**config.mk**
```make
export PLATFORM = sky130hd
export DESIGN_NAME = mcft_cfg_regs
export DESIGN_NICKNAME = d
export VERILOG_FILES = /design/src/rtl/mcft_pkg.sv /design/src/rtl/mcft_cfg_regs.sv
export SDC_FILE = /design/constraint.sdc
export NUM_CORES = 1
export LEC_CHECK = 0
export BUFFER_PORTS_ARGS = -buffer_cell sky130_fd_sc_hd__buf_2
export CAP_MARGIN = 20
export CORE_ASPECT_RATIO = 1.2
export CORE_MARGIN = 2
export CORE_UTILIZATION = 51
export DETAILED_ROUTE_END_ITERATION = 16
export GPL_TIMING_DRIVEN = 0
export PLACE_DENSITY = 0.81
export SYNTH_ARGS = -nofsm -noshare
export SYNTH_HDL_FRONTEND = slang
export SYNTH_SLANG_ARGS = --single-unit
```
**constraint.sdc**
```tcl
create_clock -name clk -period 2.3 [get_ports clk]
set_input_delay 0.575 -clock clk [delete_from_list [all_inputs] [get_ports clk]]
set_output_delay 0.575 -clock clk [all_outputs]
set_load 0.02 [all_outputs]
```
**src/rtl/mcft_pkg.sv**
```systemverilog
// Shared types and constants for motor_current_from_torque.
// No dependencies; every other file in rtl/ uses this package.
`default_nettype none
package mcft_pkg;

  localparam int DATA_WIDTH_DEF = 32;
  localparam int NUM_W          = 64;  // numerator, wraps like a 64-bit integer
  localparam int DEN_W          = 33;  // G*K plus or minus mu*G*K
  localparam int CFG_AW         = 5;
  localparam int NUM_LANES      = 3;
  localparam int LANE_POS       = 0;
  localparam int LANE_NEG       = 1;
  localparam int LANE_GK        = 2;

  localparam logic [23:0] TORQUE_CONST_RST = 24'd301990;
  localparam logic [31:0] VISC_FRIC_RST    = 32'd0;
  localparam logic [31:0] COUL_FRIC_RST    = 32'd167772;
  localparam logic [15:0] CUR_FRIC_RST     = 16'd6554;
  localparam logic [31:0] ROTOR_INERT_RST  = 32'd6872;
  localparam logic [7:0]  HIP_GEAR_RST     = 8'd66;
  localparam logic [7:0]  ANKLE_GEAR_RST   = 8'd34;

  typedef enum logic [2:0] {
    REG_TORQUE_CONST = 3'd0,
    REG_VISC_FRIC    = 3'd1,
    REG_COUL_FRIC    = 3'd2,
    REG_CUR_FRIC     = 3'd3,
    REG_ROTOR_INERT  = 3'd4,
    REG_HIP_GEAR     = 3'd5,
    REG_ANKLE_GEAR   = 3'd6
  } reg_idx_t;

  typedef struct packed {
    logic [23:0] torque_constant;
    logic [31:0] viscous_friction;
    logic [31:0] coulomb_friction;
    logic [15:0] current_friction_ratio;
    logic [31:0] rotor_inertia;
    logic [7:0]  hip_gear_ratio;
    logic [7:0]  ankle_gear_ratio;
  } cfg_t;

endpackage
`default_nettype wire

```
**src/rtl/mcft_cfg_regs.sv**
```systemverilog
// APB configuration registers, one per 32-bit word.
// Depends on mcft_pkg (cfg_t, register indexes, reset values).
`default_nettype none
module mcft_cfg_regs (
  input  wire logic                         clk,
  input  wire logic                         rst_n,
  input  wire logic                         psel,
  input  wire logic                         penable,
  input  wire logic                         pwrite,
  input  wire logic [mcft_pkg::CFG_AW-1:0]  paddr,
  input  wire logic [31:0]                  pwdata,
  output logic      [31:0]                  prdata,
  output logic                              pready,
  output mcft_pkg::cfg_t                    cfg
);

  mcft_pkg::cfg_t     cfg_r;
  mcft_pkg::reg_idx_t idx;

  assign idx    = mcft_pkg::reg_idx_t'(paddr[4:2]);
  assign pready = 1'b1;
  assign cfg    = cfg_r;

  always_ff @(posedge clk) begin
    if (!rst_n) begin
      cfg_r.torque_constant        <= mcft_pkg::TORQUE_CONST_RST;
      cfg_r.viscous_friction       <= mcft_pkg::VISC_FRIC_RST;
      cfg_r.coulomb_friction       <= mcft_pkg::COUL_FRIC_RST;
      cfg_r.current_friction_ratio <= mcft_pkg::CUR_FRIC_RST;
      cfg_r.rotor_inertia          <= mcft_pkg::ROTOR_INERT_RST;
      cfg_r.hip_gear_ratio         <= mcft_pkg::HIP_GEAR_RST;
      cfg_r.ankle_gear_ratio       <= mcft_pkg::ANKLE_GEAR_RST;
    end else if (psel && penable && pwrite) begin
      unique case (idx)
        mcft_pkg::REG_TORQUE_CONST: cfg_r.torque_constant        <= pwdata[23:0];
        mcft_pkg::REG_VISC_FRIC:    cfg_r.viscous_friction       <= pwdata;
        mcft_pkg::REG_COUL_FRIC:    cfg_r.coulomb_friction       <= pwdata;
        mcft_pkg::REG_CUR_FRIC:     cfg_r.current_friction_ratio <= pwdata[15:0];
        mcft_pkg::REG_ROTOR_INERT:  cfg_r.rotor_inertia          <= pwdata;
        mcft_pkg::REG_HIP_GEAR:     cfg_r.hip_gear_ratio         <= pwdata[7:0];
        mcft_pkg::REG_ANKLE_GEAR:   cfg_r.ankle_gear_ratio       <= pwdata[7:0];
        default: ;
      endcase
    end
  end

  always_comb begin
    unique case (idx)
      mcft_pkg::REG_TORQUE_CONST: prdata = {8'b0, cfg_r.torque_constant};
      mcft_pkg::REG_VISC_FRIC:    prdata = cfg_r.viscous_friction;
      mcft_pkg::REG_COUL_FRIC:    prdata = cfg_r.coulomb_friction;
      mcft_pkg::REG_CUR_FRIC:     prdata = {16'b0, cfg_r.current_friction_ratio};
      mcft_pkg::REG_ROTOR_INERT:  prdata = cfg_r.rotor_inertia;
      mcft_pkg::REG_HIP_GEAR:     prdata = {24'b0, cfg_r.hip_gear_ratio};
      mcft_pkg::REG_ANKLE_GEAR:   prdata = {24'b0, cfg_r.ankle_gear_ratio};
      default:                    prdata = 32'b0;
    endcase
  end

endmodule
`default_nettype wire

```
# After elaboration in Yosys (flattened, before gate mapping)
# Cells that the tools add are included.
# word_totals
ff_bits	152
in_bits	42
out_inout_bits	185
wordCells	24
# op_classes
eq_ne	6
muxes	1
reduce_logical	10
# ops
operator	n
$pmux W32 S7	1
$reduce_and A2 Y1	7
$eq A3 B3 Y1 const B	3
$eq A3 B2 Y1 const B	2
$eq A3 B1 Y1 const B	1
$logic_not A3 Y1	1
$logic_and A1 B1 Y1	2

# Longest topological paths before layout
# logic_depth
ltp_word	3
ltp_mapped	6
depth_no_buf	3

# Least setup slack after synthesis
# Ideal clock, no wire load.
# synth_timing
path_type	in2out
from	input port paddr[2] in the netlist's numbering
to	output port prdata[25]
arrival_time_ps	1755
required_ps	1725
slack_ps	-30
path_stages	6
n_path_buf	3
cell_sequence	buf_2 nor2b_1 buf_2 buf_2 a22oi_1 o21ai_0
# synth_between
elab_chain_cells	2
word_cells_on_any_way	8
cone_classes	eq/ne: 6; mux: 1; reduce/logical: 1
# synth_lines
element	line_no	text
start, declared	mcft_cfg_regs.sv:10	input wire logic [mcft_pkg::CFG_AW-1:0] paddr,
$eq A3 B3 Y1 (tied with other cells)	mcft_cfg_regs.sv:48	unique case (idx)
$pmux W32 S7 *	mcft_cfg_regs.sv:48	
end, declared	mcft_cfg_regs.sv:12	output logic [31:0] prdata,
# Every way passes the cells marked *; elsewhere a longest branch is shown, timed or not.

# Worst setup path after layout
# layout_timing
from	input port paddr[2] in the netlist's numbering
to	output port prdata[22]
# Same word-level chain as after synthesis.

==> qor.yml <==
core_area_mm2: 0.0131
place_congestion: 0.893
startpoint_type: "input port"
final_cell_mix: "buf_2, nand2_1, mux2i_1, dfxtp_1, nand3_1"
slew_headroom_pct: 43.5
port-buffer-count: 221
num_vias: 7143
critPathKind: "in -> out"
cts_made_buffers: 17
drv_slew: 0
power_density_mw_per_mm2: 644
leakage_nw: 4.33
path_cells: "clkbuf_4 -> or2_1 -> clkbuf_8 -> o211ai_1 -> buf_4"
hpwl_um: 17700
r2r_slack_ns: 1.54
syn_to_final_growth_pct: 32.5
tightest_slew_ns: 0.848
fillers: 1085
initial_utilization_pct: 51.9
rsz0062_at_grt: "true"
layout.nets: 1038
clk_latency_ns: 0.42
fp.dieW_um: 110
crit_required_ns: 1.73
drt-pass1-iter-count: 8
drive_gt1_share_pct: 31.6
final_common_cell: "buf_2"
grt_usage_pct: 34.6
root_buffer: "clkbuf_16"
wirelength_um: 25500
largest_reg_flops: 152
setup_viol: 0
critical-path-max-stage-delay_ns: 0.29
antenna_found_initial: 0
cts.clk_slew.worst_paths_ns: 0.06
crit_buf_inv: 3
hold_viol_final: 0
crit_family: "buffers and inverters"
grt_max_degree: 17
ios: 227
yosysSeqAreaShare_pct: 44.6
syn_avg_cell_area_um2: 9.12
drt_iter0_drc: 915
row_count: 46
remaining_drc_errors: 0
grt_pass1_vias: 6506
htreeDepth: 4
netlist_area_mm2: 0.00682
die_y_um: 131
hp-class: "in -> reg"
worstPathArrival_ns: 1.71
setup_ws_ns: 0.0104
cts_buffer_depth: 2
netlist_instances: 747
viasPerCell: 6.06
numClockSinks: 152
worstHoldStart: "pwdata[17]"
fin_worst_skew_ns: 0
finalPower_mw: 5.82
fp.dieArea_mm2: 0.0143
period_minus_slack_ns: 2.29
maxCapViolCount: 0
wire_per_inst_um: 21.6
regArea_mm2: 0.00304
final.period_utilization_pct: 99.5
cp-end-kind: "output pin"
path_max_fanout: 10
synthesis.nets: 789
ant_nets: 0
multiInputGateArea_mm2: 0.00354
r2r-start: "cfg[52]"
grt_pass1_wl_um: 36800
dp_worst_setup_slack_ns: -0.521
ys_ff_latch: 152
yosysWarnings: 0
hold_ws_ns: 0.425
grt-ovfl-total: 0
vdd_drop_max_uv: 442
ctsHoldBuffers: 0
crit_path_top_delay_cell: "or2_1"
crit_start: "paddr[2]"
status: "complete, no violations"
ys_types: 33
cts_tree: "done"
fmax_ghz: 0.437
-- what timing repair did --
action / 4_1_cts / 5_1_grt
gates resized for setup: 67 / 26
buffers inserted: 7 / 0
cloned: 3 / 0
endpoints found under the setup margin: 32 / 28
hold endpoints to repair: 0 / 0
pin swaps: 4 / 1
-- final timing paths --
kind | endpoint | cells past startpoint
worst max-delay path | prdata[22] | 5
worst min-delay path | cfg[81] | 3
worst max register to register | cfg[52] | 2
worst min register to register | cfg[105] | 2
-- logic make-up after synthesis --
| kind of cell | count (synthesis) | synth area share, % |
|---|---|---|
| multiplexers | 158 | 23.2 |
| flip-flops | 152 | 44.6 |
| AO/OA/AOI/OAI | 92 | 9.14 |
| AND/OR/NAND/NOR | 274 | 18.2 |
| buffers and inverters | 70 | 4.77 |
| other | 1 | 0.0550 |
-- area by class of cell --
type                       instances  share of cell area (%)
clock inverter                    11                   0.845
sequential                       152                    33.7
inverter                           7                   0.291
clock buffer                      21                    4.99
buffer                            62                    4.56
timing repair buffer             231                    14.1
antenna                            1                  0.0277
tap                              168                    2.33
multi-input combinational        525                    39.2
-- cells in the mapped netlist --
cell       instances  area (µm²)
nor2_2             1        6.26
a211o_1            2        17.5
nor3b_2            1        12.5
nor2b_1            3        18.8
nand3_4            1        17.5
nor2_1             3        11.3
nand3_1           70         350
nand4_1            1        6.26
and4b_1            1        10.0
buf_2             17        85.1
o32a_1             6        60.1
dfxtp_1          152        3040
nand4b_2           1        15.0
buf_4             11        82.6
inv_1              7        26.3
mux2i_1          157        1570
nand3b_1           8        60.1
conb_1             1        3.75
nand2_2            2        12.5
a22oi_1            9        67.6
a32oi_1            4        35.0
a2bb2oi_1          3        26.3
or2_1              1        6.26
clkbuf_1          35         131
and2_1             2        12.5
and2b_1            1        7.51
o221ai_1          13         114
and4_1             3        26.3
nand2_1          172         646
mux2_2             1        11.3
o211ai_1          11        82.6
nand2b_1           3        18.8
o21ai_0           44         220
-- where the power goes --
| part | switching (mW) | internal (mW) |
|---|---|---|
| clock | 1.11 | 1.40 |
| combinational | 0.408 | 0.215 |
| sequential | 0.0210 | 2.66 |
-- tightest hold or removal path, stage by stage --
cell and delay (ns):
buf_2 0.10, nand3_1 0.07, nand3_1 0.08
-- metrics by stage --
stage / instance area (µm²) / util (%) / cells / setup TNS [ns]
3_5_place_dp: 8130 / 62.0 / 1136 / -12.85
2_1_floorplan: 6820 / - / 747 / 0
3_3_place_gp: 8130 / 62.0 / 1136 / -13.12
4_1_cts: 8970 / 68.4 / 1177 / 0
6_report: 9030 / 68.8 / 1178 / 0
5_1_grt: 9030 / 68.8 / 1177 / -0.0170
-- per-layer routing --
metal  track usage, %  up-vias  share of wire, %
met5                0        -                 0
met4             18.5        0               5.1
met2             57.2      521                47
met1             41.5     3364                37
li1                 -     3136                 -
met3             8.23      122                11
No activity file was read; power rests on OpenSTA's default activity.
