===== src/rtl/mcft_pkg.sv =====
// Shared types and constants for motor_current_from_torque.
// No dependencies; every other file in rtl/ uses this package.
`default_nettype none
package mcft_pkg;

  localparam int DATA_WIDTH_DEF = 32;
  localparam int NUM_W          = 64;  // numerator, wraps like a 64-bit integer
  localparam int DEN_W          = 33;  // G*K plus or minus mu*G*K
  localparam int CFG_AW         = 5;
  localparam int NUM_LANES      = 3;
  localparam int LANE_POS       = 0;
  localparam int LANE_NEG       = 1;
  localparam int LANE_GK        = 2;

  localparam logic [23:0] TORQUE_CONST_RST = 24'd301990;
  localparam logic [31:0] VISC_FRIC_RST    = 32'd0;
  localparam logic [31:0] COUL_FRIC_RST    = 32'd167772;
  localparam logic [15:0] CUR_FRIC_RST     = 16'd6554;
  localparam logic [31:0] ROTOR_INERT_RST  = 32'd6872;
  localparam logic [7:0]  HIP_GEAR_RST     = 8'd66;
  localparam logic [7:0]  ANKLE_GEAR_RST   = 8'd34;

  typedef enum logic [2:0] {
    REG_TORQUE_CONST = 3'd0,
    REG_VISC_FRIC    = 3'd1,
    REG_COUL_FRIC    = 3'd2,
    REG_CUR_FRIC     = 3'd3,
    REG_ROTOR_INERT  = 3'd4,
    REG_HIP_GEAR     = 3'd5,
    REG_ANKLE_GEAR   = 3'd6
  } reg_idx_t;

  typedef struct packed {
    logic [23:0] torque_constant;
    logic [31:0] viscous_friction;
    logic [31:0] coulomb_friction;
    logic [15:0] current_friction_ratio;
    logic [31:0] rotor_inertia;
    logic [7:0]  hip_gear_ratio;
    logic [7:0]  ankle_gear_ratio;
  } cfg_t;

endpackage
`default_nettype wire


===== src/rtl/mcft_out_if.sv =====
// Result channel: motor current with fallback and fault flags.
// Depends on mcft_pkg for the default width.
`default_nettype none
interface mcft_out_if #(
  parameter int DW = mcft_pkg::DATA_WIDTH_DEF
) ();
  logic                 valid;
  logic                 ready;
  logic signed [DW-1:0] motor_current;
  logic                 fallback_used;
  logic                 divide_fault;

  modport source (output valid, motor_current, fallback_used, divide_fault, input ready);
  modport sink   (input valid, motor_current, fallback_used, divide_fault, output ready);
endinterface
`default_nettype wire


===== src/rtl/mcft_out_buf.sv =====
// Quotient selection and output register with one skid entry.
// Depends on mcft_pkg and mcft_out_if.
`default_nettype none
module mcft_out_buf #(
  parameter int DW = mcft_pkg::DATA_WIDTH_DEF
) (
  input  wire logic          clk,
  input  wire logic          rst_n,
  input  wire logic          up_v,
  input  wire logic [DW-1:0] up_res [mcft_pkg::NUM_LANES],
  input  wire logic          up_flt [mcft_pkg::NUM_LANES],
  output logic               up_ready,
  mcft_out_if.source         out_ch
);

  logic          pos_p, pos_n, up_acc;
  logic [DW-1:0] sel_cur;
  logic          sel_fb, sel_flt;

  logic          out_v_r, sk_v_r;
  logic [DW-1:0] out_cur_r, sk_cur_r;
  logic          out_fb_r, out_flt_r, sk_fb_r, sk_flt_r;

  assign pos_p = (up_res[mcft_pkg::LANE_POS] != '0) && !up_res[mcft_pkg::LANE_POS][DW-1];
  assign pos_n = (up_res[mcft_pkg::LANE_NEG] != '0) && !up_res[mcft_pkg::LANE_NEG][DW-1];

  always_comb begin
    priority if (pos_p && pos_n) begin
      sel_cur = up_res[mcft_pkg::LANE_POS];
      sel_flt = up_flt[mcft_pkg::LANE_POS];
      sel_fb  = 1'b0;
    end else if (!pos_p && !pos_n) begin
      sel_cur = up_res[mcft_pkg::LANE_NEG];
      sel_flt = up_flt[mcft_pkg::LANE_NEG];
      sel_fb  = 1'b0;
    end else begin
      sel_cur = up_res[mcft_pkg::LANE_GK];
      sel_flt = up_flt[mcft_pkg::LANE_GK];
      sel_fb  = 1'b1;
    end
  end

  assign up_ready = !sk_v_r;
  assign up_acc   = up_v && !sk_v_r;

  always_ff @(posedge clk) begin
    if (!rst_n) begin
      out_v_r <= 1'b0;
      sk_v_r  <= 1'b0;
    end else if (!out_v_r || out_ch.ready) begin
      if (sk_v_r) begin
        out_v_r <= 1'b1;
        sk_v_r  <= 1'b0;
      end else begin
        out_v_r <= up_acc;
      end
    end else if (up_acc) begin
      sk_v_r <= 1'b1;
    end
  end

  always_ff @(posedge clk) begin
    if (!out_v_r || out_ch.ready) begin
      if (sk_v_r) begin
        out_cur_r <= sk_cur_r;
        out_fb_r  <= sk_fb_r;
        out_flt_r <= sk_flt_r;
      end else if (up_acc) begin
        out_cur_r <= sel_cur;
        out_fb_r  <= sel_fb;
        out_flt_r <= sel_flt;
      end
    end else if (up_acc) begin
      sk_cur_r <= sel_cur;
      sk_fb_r  <= sel_fb;
      sk_flt_r <= sel_flt;
    end
  end

  assign out_ch.valid         = out_v_r;
  assign out_ch.motor_current = out_cur_r;
  assign out_ch.fallback_used = out_fb_r;
  assign out_ch.divide_fault  = out_flt_r;

endmodule
`default_nettype wire


===== src/flat_wrapper.sv =====
// flat-port wrapper written by rule: the top's interface ports become plain ports
module mcft_out_buf_flat 
#(
  parameter int DW = mcft_pkg::DATA_WIDTH_DEF
)
  (clk, rst_n, up_v, up_res, up_flt, up_ready, out_ch_valid, out_ch_motor_current, out_ch_fallback_used, out_ch_divide_fault, out_ch_ready);
  mcft_out_if #(.DW(DW)) out_ch_i ();
  input  wire logic clk;
  input  wire logic rst_n;
  input  wire logic up_v;
  input  wire logic [DW-1:0] up_res[mcft_pkg::NUM_LANES];
  input  wire logic up_flt[mcft_pkg::NUM_LANES];
  output logic up_ready;
  output wire logic [$bits(out_ch_i.valid)-1:0] out_ch_valid;
  output wire logic [$bits(out_ch_i.motor_current)-1:0] out_ch_motor_current;
  output wire logic [$bits(out_ch_i.fallback_used)-1:0] out_ch_fallback_used;
  output wire logic [$bits(out_ch_i.divide_fault)-1:0] out_ch_divide_fault;
  input wire logic [$bits(out_ch_i.ready)-1:0] out_ch_ready;
  assign out_ch_valid = out_ch_i.valid;
  assign out_ch_motor_current = out_ch_i.motor_current;
  assign out_ch_fallback_used = out_ch_i.fallback_used;
  assign out_ch_divide_fault = out_ch_i.divide_fault;
  assign out_ch_i.ready = out_ch_ready;
  mcft_out_buf #(.DW(DW)) u_core (.clk(clk), .rst_n(rst_n), .up_v(up_v), .up_res(up_res), .up_flt(up_flt), .up_ready(up_ready), .out_ch(out_ch_i));
endmodule

===== config.mk =====
export PLATFORM = sky130hd
export DESIGN_NAME = mcft_out_buf_flat
export DESIGN_NICKNAME = d
export VERILOG_FILES = /design/src/rtl/mcft_pkg.sv /design/src/rtl/mcft_out_if.sv /design/src/rtl/mcft_out_buf.sv /design/src/flat_wrapper.sv
export SDC_FILE = /design/constraint.sdc
export NUM_CORES = 1
export LEC_CHECK = 0
export BUFFER_PORTS_ARGS = -buffer_cell sky130_fd_sc_hd__buf_4
export CAP_MARGIN = 10
export CELL_PAD_IN_SITES_DETAIL_PLACEMENT = 1
export CELL_PAD_IN_SITES_GLOBAL_PLACEMENT = 1
export CORE_MARGIN = 5
export CORE_UTILIZATION = 39
export DETAILED_ROUTE_END_ITERATION = 6
export GPL_TIMING_DRIVEN = 0
export PLACE_DENSITY = 0.78
export SYNTH_ARGS = -nofsm -noshare
export SYNTH_HDL_FRONTEND = slang
export SYNTH_SLANG_ARGS = --single-unit

===== constraint.sdc =====
create_clock -name clk -period 4.97 [get_ports clk]
set_input_delay 0.497 -clock clk [delete_from_list [all_inputs] [get_ports clk]]
set_output_delay 0.497 -clock clk [all_outputs]
set_load 0.01 [all_outputs]

After elaboration in Yosys (flattened, before gate mapping)
Index checks and enable logic that the tools add are counted.
{"block": "word_totals", "reg_bits": 70, "input_bits": 103, "output_inout_bits": 36, "elab_cells": 41}
{"block": "classes", "muxes": 13, "n_bitwise": 2, "reduce_logical": 18}
{"cell": "$mux 32", "count": 4}
{"cell": "$reduce_bool 32->1", "count": 2}
{"cell": "$mux 1", "count": 9}
{"cell": "$logic_not 1->1", "count": 6}
{"cell": "$logic_and 1x1->1", "count": 5}
{"cell": "$reduce_and 2->1", "count": 2}
{"cell": "$not 1->1", "count": 2}
{"cell": "$reduce_bool 2->1", "count": 1}
{"cell": "$reduce_or 2->1", "count": 1}
{"cell": "$logic_or 1x1->1", "count": 1}

Longest topological paths before layout
{"block": "depth", "depth_word": 8, "mapped_depth": 9, "ltp_nobuf": 7}

Least setup slack after synthesis
No wires, ideal clock.
{"block": "synth_timing", "kind": "input to register", "from": "input port out_ch_ready", "to": "register u_core.sk_cur_r[0], enable pin", "t_arrival_ns": 3.228, "slack_ns": 1.267, "stages": 2, "path_buffers": 0, "path_cell_list": "nand2b_1 nor3b_1"}
{"block": "synth_between", "elab_chain_cells": 3}
{"item": "start, declared", "line": "flat_wrapper.sv:18", "text": "input wire logic [$bits(out_ch_i.ready)-1:0] out_ch_ready;"}
{"item": "$logic_or 1x1->1", "line": "mcft_out_buf.sv:63", "text": "if (!out_v_r || out_ch.ready) begin"}
{"item": "$not 1->1 (no line)"}
{"item": "$reduce_and 2->1 (no line)"}
{"item": "end signal, assigned", "line": "mcft_out_buf.sv:74", "text": "sk_cur_r <= sel_cur;"}
{"item": "end, declared", "line": "mcft_out_buf.sv:21", "text": "logic [DW-1:0] out_cur_r, sk_cur_r;"}
Every way passes these cells.
A chain may end at the register's enable or synchronous reset.

Final worst setup path
{"block": "layout_timing", "from": "input port up_res[69] (netlist bit)", "to": "register u_core.out_cur_r[1] (netlist: u_core.out_ch.motor_current[1]) (data pin)"}
{"block": "layout_between", "elab_chain_cells": 8, "word_cells_on_any_way": 9, "cone_classes": "4 x mux; 5 x reduce/logical"}
{"item": "start, declared", "line": "flat_wrapper.sv:11", "text": "input wire logic [DW-1:0] up_res[mcft_pkg::NUM_LANES];"}
{"item": "$reduce_bool 32->1 *", "line": "mcft_out_buf.sv:24", "text": "assign pos_p = (up_res[mcft_pkg::LANE_POS] != '0) && !up_res[mcft_pkg::LANE_POS][DW-1];"}
{"item": "$logic_and 1x1->1 *", "line": "mcft_out_buf.sv:24"}
{"item": "$logic_not 1->1", "line": "mcft_out_buf.sv:32", "text": "end else if (!pos_p && !pos_n) begin"}
{"item": "$logic_and 1x1->1", "line": "mcft_out_buf.sv:32"}
{"item": "$mux 32", "line": "mcft_out_buf.sv:32"}
{"item": "$mux 32 *", "line": "mcft_out_buf.sv:28", "text": "priority if (pos_p && pos_n) begin"}
{"item": "net u_core.sel_cur[1]", "line": "mcft_out_buf.sv:17", "text": "logic [DW-1:0] sel_cur;"}
{"item": "$mux 32 *", "line": "mcft_out_buf.sv:68", "text": "end else if (up_acc) begin"}
{"item": "$mux 32 *", "line": "mcft_out_buf.sv:64", "text": "if (sk_v_r) begin"}
{"item": "end signal, assigned", "line": "mcft_out_buf.sv:65", "text": "out_cur_r <= sk_cur_r;"}
{"item": "end signal, assigned", "line": "mcft_out_buf.sv:69", "text": "out_cur_r <= sel_cur;"}
{"item": "end, declared", "line": "mcft_out_buf.sv:21"}
The timed path passes the listed nets; every way through them passes the cells marked *. The select of a mux whose other input is x is not followed.

==> metrics.cfg <==
[run_status]
outcome=finished clean

[floorplan]
io_pins=139
die_w_um=107
core-area_sq_mm=0.00920
dieArea_sq_mm=0.0114
rows=35
die_y_um=107
initial_core_util_pct=39.7

[final_layout]
finish.utilization_pct=54.9
area_growth_pct=38.3
drive_above_1_share_pct=56.4
fin_area_sq_mm=0.00504
diodes=0
nets=507

[yosys]
syn_avg_cell_area_sq_um=14.6
syn_area_sq_mm=0.00365
yosysSeqAreaShare_pct=57.1
syn_nets=355
synth-edff-count=68
ys.flop_type=edfxtp_1
synth.distinct_cells=24
netlist_instances=250
yosysMostFrequentCell=edfxtp_1
synth_area_leaders=edfxtp_1, mux2_4, mux2i_1
synth_top_area_share_pct=56.0
ys.warnings.count=0
async_reset_ff_share_pct=0
yosysTopAreaCell=edfxtp_1
synth_seq_cells=70
ys_top_cells_by_count=edfxtp_1, mux2i_1, nand2_1, mux2_4, o21ai_2

[placement]
port_buffers=138
gp_congestion=0.789
postPlaceCellArea_sq_mm=0.00487
place.detailed.hpwl_um=8010
place_ws_ps=2000

[pwr]
p_leak_nw=2.10
powerDensity_mw_per_mm2=281
vdd_drop_max_v=0.000119

[worst_setup_path]
required_ps=5060
crit_type=in -> reg
slowest_stage=nor4_1
cp-startpoint=up_res[69]
worst-path-buf-inv=3
startpoint_type=input pin
cp-end-kind=flop
r2r_start=u_core.sk_v_r
cp_top_family=simple AND/OR/NAND/NOR gates
path_cells=buf_4, nor4_1, nand4_1, o21bai_1, ha_1, buf_6, buf_12, mux2i_1, o21ai_2, mux2_4
critPathMaxFanout=10
cp.arrival_ps=2710
r2r_slack_ps=3320
slowest_delay_ps=480

[clocking]
clock_latency_ps=330
cts_hold_buf=0
cts_max_level=3
clock_sinks=70
cts-root-buf=clkbuf_8
cts_buffers=9
clockBufferDepth=2
cts_setup_buffers=0
postCtsResizedCells=0
clk_pin_slew_ps=80
tritoncts=done

[sta]
finalCriticalPeriod_ps=2620
final_hold_viol_count=0
whs_ps=425
maxSlewViolCount=0
post-route-period-util_pct=52.7
max_slew_margin_pct=39.8
skew_ps=15.4
fin_ws_ps=2350
rsz0062_at_grt=false
setup_viol=0
timing.fmax_mhz=382
worst-slew-pin-transition_ps=903

[routing]
num_vias=2668
wl_per_cell_um=19.5
vias_per_cell=5.16
drt_iter0_markers=65
routed_wl_um=10100
drc=0
first_pass_iters=4
ant_nets=0

[global_routing]
grt_pass1_wl_um=15700
gr-total-overflow=0
gr-usage-all-layers_pct=17.9
grt_pass1_vias=2972
antenna_found_initial=0
grt_max_degree=35

[run]
maxCapViolCount=0

[hold_path]
min_from=rst_n
worstHoldPathType=in -> reg

-- where the power goes --
part / internal [mW] / total (mW) / switching [mW]
sequential: 0.695 / 0.705 / 0.0106
combinational: 0.158 / 0.277 / 0.119
clock: 0.226 / 0.433 / 0.207
-- kinds of logic after synthesis --
| family | Yosys count | share of synthesized area [%] |
|---|---|---|
| buf+inv | 15 | 3.91 |
| mux | 67 | 22.6 |
| flops | 70 | 57.1 |
| simple gates | 57 | 7.51 |
| compound gates | 39 | 8.16 |
| fa+ha+maj | 2 | 0.686 |
-- metrics by stage --
stage / std cells / total power [mW] / setup TNS, ps
after global routing: 517 / 1.48 / 0
final: 517 / 1.42 / 0
after floorplan: 250 / 0.856 / 0
after detailed placement: 502 / 1.00 / 0
after CTS: 517 / 1.43 / 0
after global placement: 499 / 0.991 / -8190
-- metal layers --
layer  track usage (%)  vias up  wire (um)
met5                 0        -          0
met2              30.6      100       4940
li1                  -     1271          -
met1              22.5     1288       4380
met4              5.02        0         87
met3              4.33        9        651
-- placed cells by master, fill, tap and decap left out, types with 2 or more instances in the layout --
cell type	synthesis	layout
buf_12	3	3
buf_2	6	6
buf_4	1	139
buf_6	3	5
clkbuf_8	0	9
clkinv_2	0	2
dfxtp_1	2	2
edfxtp_1	68	68
ha_1	2	2
mux2_2	4	4
mux2_4	30	30
mux2i_1	33	33
nand2_1	33	33
nand4_1	4	4
nor4_1	16	16
o21ai_1	11	11
o21ai_2	22	22
o21ba_2	2	2
o21bai_1	2	2
-- sequential cells by signal (all words and copies together), names as in the netlist --
| signal | cells |
|---|---|
| u_core.out_ch.valid | 1 |
| u_core.sk_fb_r | 1 |
| u_core.out_ch.motor_current | 32 |
| u_core.sk_flt_r | 1 |
| u_core.sk_cur_r | 32 |
| u_core.out_ch.fallback_used | 1 |
| u_core.sk_v_r | 1 |
| u_core.out_ch.divide_fault | 1 |
-- path summary, 6_finish.rpt --
check | to | cells after the start
worst min register to register | u_core.out_ch.motor_current[2] | 1
worst max-delay path | u_core.out_ch.motor_current[1] | 10
worst max register to register | u_core.out_ch.motor_current[12] | 1
worst min-delay path | u_core.out_ch.valid | 2
-- final cells by class --
class                   instances  area [sq um]
plain buffers                  14           139
clock buffers                  10           128
clock inverters                 5          51.3
fillers                       983          4150
inverters                       1          3.75
multi-input cells             165          1430
flip-flops and latches         70          2080
well taps                     111           139
repair buffers                141          1070
(Power assumes the default switching activity.)
